**src/rtl/mvm_pkg.sv**
```systemverilog
// Shared types and constants for the matrix-vector multiply block.
// No dependencies; imported by mvm_mac and matrix_vector_multiply.
`default_nettype none

package mvm_pkg;

  localparam int unsigned VecLen  = 1024;
  localparam int unsigned VecAw   = $clog2(VecLen);
  localparam int unsigned CntW    = VecAw + 1;
  localparam int unsigned ColsW   = 11;
  localparam int unsigned RowsW   = 16;
  localparam int unsigned ValW    = 32;
  localparam int unsigned AccW    = 64;
  localparam int unsigned CfgIdxW = 1;
  localparam int unsigned CfgDatW = 16;

  typedef enum logic {
    OP_LOAD   = 1'b0,
    OP_MATRIX = 1'b1
  } op_e;

  typedef enum logic [CfgIdxW-1:0] {
    REG_NUM_COLS = 1'b0,
    REG_NUM_ROWS = 1'b1
  } reg_idx_e;

  typedef struct packed {
    op_e                    op;
    logic signed [ValW-1:0] value;
  } in_item_t;

  typedef struct packed {
    logic [RowsW-1:0]       row_index;
    logic signed [AccW-1:0] row_result;
    logic                   saturated;
    logic                   last_row;
  } out_item_t;

  // Per-item control carried down the datapath.
  typedef struct packed {
    logic             is_load;
    logic             row_end;
    logic [RowsW-1:0] row_index;
    logic             last_row;
  } mvm_ctl_t;

endpackage

`default_nettype wire

```
**src/rtl/mvm_mac.sv**
```systemverilog
// Multiply stage, saturating 64-bit accumulator and output register.
// Depends on mvm_pkg.
`default_nettype none

module mvm_mac (
  input  logic                          clk_i,
  input  logic                          rst_ni,
  input  logic                          adv_i,
  input  logic                          s1_valid_i,
  input  mvm_pkg::mvm_ctl_t             s1_ctl_i,
  input  logic signed [mvm_pkg::ValW-1:0] s1_value_i,
  input  logic signed [mvm_pkg::ValW-1:0] s1_xv_i,
  output logic                          out_valid_o,
  output mvm_pkg::out_item_t            out_item_o
);
  import mvm_pkg::*;

  logic                   s2_valid_q, s2_valid_d;
  mvm_ctl_t               s2_ctl_q;
  logic signed [AccW-1:0] prod_q;
  logic signed [AccW-1:0] acc_q, acc_d;
  logic                   clip_q, clip_d;
  logic                   out_valid_q, out_valid_d;
  out_item_t              out_item_q, out_item_d;

  logic [AccW-1:0] sum;
  logic            ovf;
  logic signed [AccW-1:0] sat_sum;

  assign s2_valid_d = adv_i ? s1_valid_i : s2_valid_q;

  // Saturating add: overflow when operand signs agree and the sum's differs.
  always_comb begin
    sum = acc_q + prod_q;
    ovf = (acc_q[AccW-1] == prod_q[AccW-1]) && (sum[AccW-1] != acc_q[AccW-1]);
    if (ovf) begin
      sat_sum = acc_q[AccW-1] ? {1'b1, {(AccW-1){1'b0}}} : {1'b0, {(AccW-1){1'b1}}};
    end else begin
      sat_sum = sum;
    end
  end

  always_comb begin
    acc_d       = acc_q;
    clip_d      = clip_q;
    out_valid_d = out_valid_q;
    out_item_d  = out_item_q;
    if (adv_i) begin
      out_valid_d = 1'b0;
      if (s2_valid_q) begin
        if (s2_ctl_q.is_load) begin
          acc_d  = '0;
          clip_d = 1'b0;
        end else if (s2_ctl_q.row_end) begin
          out_valid_d           = 1'b1;
          out_item_d.row_index  = s2_ctl_q.row_index;
          out_item_d.row_result = sat_sum;
          out_item_d.saturated  = clip_q | ovf;
          out_item_d.last_row   = s2_ctl_q.last_row;
          acc_d                 = '0;
          clip_d                = 1'b0;
        end else begin
          acc_d  = sat_sum;
          clip_d = clip_q | ovf;
        end
      end
    end
  end

  always_ff @(posedge clk_i or negedge rst_ni) begin
    if (!rst_ni) begin
      s2_valid_q  <= 1'b0;
      acc_q       <= '0;
      clip_q      <= 1'b0;
      out_valid_q <= 1'b0;
    end else begin
      s2_valid_q  <= s2_valid_d;
      acc_q       <= acc_d;
      clip_q      <= clip_d;
      out_valid_q <= out_valid_d;
    end
  end

  // Payload registers, no reset.
  always_ff @(posedge clk_i) begin
    if (adv_i) begin
      s2_ctl_q <= s1_ctl_i;
      prod_q   <= s1_value_i * s1_xv_i;
    end
    out_item_q <= out_item_d;
  end

  assign out_valid_o = out_valid_q;
  assign out_item_o  = out_item_q;

endmodule

`default_nettype wire

```
**config.mk**
```make
export PLATFORM = sky130hd
export DESIGN_NAME = mvm_mac
export DESIGN_NICKNAME = d
export VERILOG_FILES = /design/src/rtl/mvm_pkg.sv /design/src/rtl/mvm_mac.sv
export SDC_FILE = /design/constraint.sdc
export NUM_CORES = 2
export LEC_CHECK = 0
export ABC_AREA = 1
export CAP_MARGIN = 40
export CORE_UTILIZATION = 45
export DETAILED_ROUTE_END_ITERATION = 10
export DONT_BUFFER_PORTS = 1
export SYNTH_ARGS = -nofsm -noshare
export SYNTH_HDL_FRONTEND = slang
export SYNTH_SLANG_ARGS = --single-unit
```
**constraint.sdc**
```tcl
create_clock -name clk_i -period 12.96 [get_ports clk_i]
set_input_delay 2.592 -clock clk_i [delete_from_list [all_inputs] [get_ports clk_i]]
set_output_delay 2.592 -clock clk_i [all_outputs]
set_load 0.005 [all_outputs]
```
**Yosys cells after proc, flatten, opt, wreduce, memory -nomap -nowiden**

Cells that the tools add are included.
W data, S select, Z words.

- Output and inout port bits: 83
- Memory bits (writable): 0
- Memory bits (read-only): 0
- Latch bits: 0
- Bits in registers: 232
- Word-level logic and storage cells: 31
- Memories: 0

- $add $sub $neg: 1
- $lt $le $gt $ge: 0
- Reduce and logical (&&, ||, !) cells: 3
- Muxes and demuxes: 9
- Eq/ne operators: 2
- Bitwise gates (word level): 2
- Shift-type cells: 0
- Div/mod/pow operators: 0
- Multipliers: 1

Operator list:

| cell | count |
|---|---|
| $mux W64 | 4 |
| $add A64 B64 Y64 | 1 |
| $mul A32 B32 Y64 | 1 |
| $mux W1 | 5 |
| $reduce_and A4 Y1 | 1 |
| $reduce_and A2 Y1 | 1 |
| $eq A1 B1 Y1 | 1 |
| $logic_and A1 B1 Y1 | 1 |
| $ne A1 B1 Y1 | 1 |
| $not A1 Y1 | 1 |
| $or A1 B1 Y1 | 1 |

**Longest topological paths before layout**

- Word-level depth: 6
- Depth in mapped cells: 32
- Depth with buffers taken out: 31

**Worst setup path before layout**

OpenSTA, ideal clock, no wires.

- Path type: input to register
- Start: in s1_value_i[31] in the netlist's numbering
- End: reg prod_q[54], data pin
- Slack: 3.463 ns
- Required time: 12.707 ns
- Stages: 26
- Arrival time: 9.245 ns
- Path through: clkbuf_1 nand2_1 inv_1 fa_1 inv_1 fa_1 inv_1 fa_1 fa_1 inv_1 fa_1 inv_1 fa_1 inv_1 fa_1 inv_1 fa_1 ha_1 nand2_1 nor2_1 inv_1 nor2_1 nand3_1 or2_2 nand4_1 nand2_1

- Longest elaborated chain between the ends: 1

Ends and longest elaborated chain:

| item | line | text |
|---|---|---|
| start, declared | mvm_mac.sv:11 | `input logic signed [mvm_pkg::ValW-1:0] s1_value_i,` |
| $mul A32 B32 Y64 | mvm_mac.sv:88 | `prod_q <= s1_value_i * s1_xv_i;` |
| end signal, assigned | mvm_mac.sv:88 |  |
| end, declared | mvm_mac.sv:20 | `logic signed [AccW-1:0] prod_q;` |

Every way passes these cells.
A chain may end at the register's enable or synchronous reset.

**Worst setup path in the final report**

- Start: in s1_value_i[31] in the netlist's numbering
- End: reg prod_q[62], data pin

Same word-level chain as after synthesis.

==> results.toml <==
[worst_hold_path]
hold_path_depth = 0
min_path_type = "reg2reg"
whs_endpoint = "out_item_o[79]"
min_from = "s2_ctl_q[14]"

[final_layout]
diodes = 0
fin_nets = 7832
drive_gt1_share_pct = 1.93
syn_to_final_growth_pct = 3.64
design_area_um2 = 53900
final_cells = 7945

[drt]
firstDrtPassIters = 6
post_drt_wl_per_cell_um = 19.1
dr_total_vias = 39681
drt-initial-drc-count = 2645
drt_wl_total_um = 152000
route.detailed.drc = 0
drtAntennaViolNets = 0
vias_per_cell = 4.99

[timing]
hold_ws_ns = 0.415
slew_headroom_pct = 41.0
slew_violations = 0
grt_setup_unrepaired = "no"
finalCritPeriodShare_pct = 74.7
finalHoldViolations = 0
worst_pin_slew_ns = 0.876
finClkSkew_ns = 0.0245
fin_crit_ns = 9.69
setup_tns_ns = 0
fmax_ghz = 0.103
finalSetupViolCount = 0

[synth]
synth_nets = 8022
synth.avg_cell_area_um2 = 7.87
yosysSeqAreaShare_pct = 12.8
synth_compound_area_share_pct = 3.27
ys_ff_latch = 232
synth_top_family_by_area = "adder cells"
yosys_warnings = 0
synth_xor_area_share_pct = 1.57
syn-cell-area_um2 = 52000
syn_inst = 6605
synthSimpleGateAreaFrac_pct = 19.2
synthMuxAreaShare_pct = 0.0217
synth.distinct_cells = 44
synth-adder-area-share_pct = 47.7

[clock_network]
insertion_delay_ns = 0.56
cts_htree_levels = 1
cts-buffers-inserted = 25
cts.sinks = 232
cts_tree = "built"
cts_resized = 0
hold_buffers = 0
root_buffer = "clkbuf_16"
post_cts_buffers = 0
clock_path_buffers = 3
clk_pin_slew_ns = 0.08

[setup_path]
cpMostUsedCell = "fa_1"
reg2reg_setup_slack_ns = 9.41
worst_setup_path_start_kind = "input pin"
worstPathCellList = "nand2_1 -> inv_1 -> fa_1 -> fa_1 -> fa_1 -> fa_1 -> inv_1 -> fa_1 -> inv_1 -> fa_1 -> inv_1 -> fa_1 -> inv_1 -> fa_1 -> ha_1 -> a21o_1 -> a31oi_1 -> nor2_1 -> nor3_1 -> o21ai_0 -> a21oi_1 -> nand2_1 -> nand2_1 -> nand2_1"
critPathKind = "in2reg"
rr_endpoint = "out_item_o[22]"
slowest_delay_ns = 0.99
cp.required_ns = 13.27
crit_path_max_fanout = 32
worstPathArrival_ns = 10.00
critPathSlowestCell = "fa_1"
r2r_cells = 12
cp-end-kind = "flop"
crit-reg2reg-launch = "prod_q[45]"

[place]
io_buffers = 0
hpwlAfterDp_um = 127000
gp_congestion = 1.00
placed_area_um2 = 53100
dp_cells = 7900

[grt]
grt_first_pass_wirelength_um = 242000
grtUsageTotal_pct = 26.8
grt_pass1_vias = 42539
grt_max_degree = 87
gr-total-overflow = 0
grt_antenna_before_repair = 0

[outcome]
status = "finished, final reports clean"

[floorplanning]
core_area_um2 = 114000
initial_core_util_pct = 45.4
die_w_um = 342
die_h_um = 342
die_area_um2 = 117000
io_pins = 170
row_count = 124

[job]
cap_viol_max_count = 0
critical path: cells and delay by family:
family,cells,cell delay [ns]
adders and majority gates,9,5.28
AOI/OAI and AO/OA,4,0.80
buffers and inverters,5,0.66
and+or+nand+nor,6,0.62
final cells by class:
cell class	instances	area, um2
fill	11323	60500
multi-input combinational	4241	37300
clock buffer	29	651
sequential	232	6630
clock inverter	16	121
tap	1512	1890
inverter	1906	7150
timing repair buffer	9	108
registers in the layout, indices dropped and copies added (netlist names):
name and cells:
acc_q 64, out_valid_o 1, out_item_o 82, s2_ctl_q 19, clip_q 1, prod_q 64
s2_valid_q 1
synthesized netlist by cell type (all sizes together):
cell    number  area [um2]
a21boi       1        7.51
a21o        11        82.6
a21oi      186        1040
a221oi       1        8.76
a31o         1        8.76
a31oi        9        87.6
and2         5        31.3
and3         7        43.8
and3b        1        8.76
buf         21         135
clkbuf     205         769
dfrtp       67        1680
edfxtp     165        4950
fa        1083       21700
ha         247        3090
inv       1906        7150
mux2         1        11.3
nand2     1988        7480
nand3      162         816
nand3b      11        82.6
nand4       31         194
nor2       275        1070
nor3        27         140
nor4         9        56.3
o211ai       4        30.0
o21a         6        45.0
o21ai       67         335
o21bai       6        45.0
o22ai        1        6.26
or2          8        50.1
xnor2       49         429
xor2        44         385
logic make-up (layout without fill, tap and decap cells):
kind of cell	Yosys count	after routing
AO/OA/AOI/OAI	293	293
XOR/XNOR	93	93
adder cells (fa/ha/maj)	1330	1330
buffers and inverters	2132	1960
flip-flops	232	232
multiplexers	1	1
AND/OR/NAND/NOR	2524	2524
layout by cell type, fill, tap and decap left out, drive strengths merged, types with 10 or more instances in the layout:
cell type,n
a21o,11
a21oi,186
clkbuf,29
clkinv,10
dfrtp,67
edfxtp,165
fa,1083
ha,247
inv,1910
nand2,1988
nand3,162
nand3b,11
nand4,31
nor2,275
nor3,27
o21ai,67
xnor2,49
xor2,44
through the flow:
stage,util [%],setup slack [ns]
6_report,47.1,3.27
5_1_grt,47.1,2.80
4_1_cts,47.1,3.26
3_5_place_dp,46.4,2.67
3_3_place_gp,46.4,2.80
2_1_floorplan,-,3.46
layer usage:
| metal | routed length (um) | global-route usage (%) | vias to the layer above |
|---|---|---|---|
| met2 | 72800 | 45.8 | 1231 |
| met3 | 9160 | 3.00 | 216 |
| met1 | 65900 | 36.3 | 19814 |
| li1 | - | - | 18420 |
| met5 | 0 | 0 | - |
| met4 | 4120 | 6.83 | 0 |
worst max path at each step:
stage              startpoint    endpoint  slack [ns]  cells past startpoint
2_1_floorplan  s1_value_i[31]  prod_q[54]        3.46                     26
3_3_place_gp   s1_value_i[31]  prod_q[62]        2.80                     24
3_5_place_dp   s1_value_i[31]  prod_q[61]        2.67                     25
4_1_cts        s1_value_i[31]  prod_q[62]        3.26                     24
5_1_grt        s1_value_i[31]  prod_q[54]        2.80                     23
6_report       s1_value_i[31]  prod_q[62]        3.27                     24
Power is not shown: default switching activity piles up to over one toggle a cycle in this logic, so the estimate is an artifact.
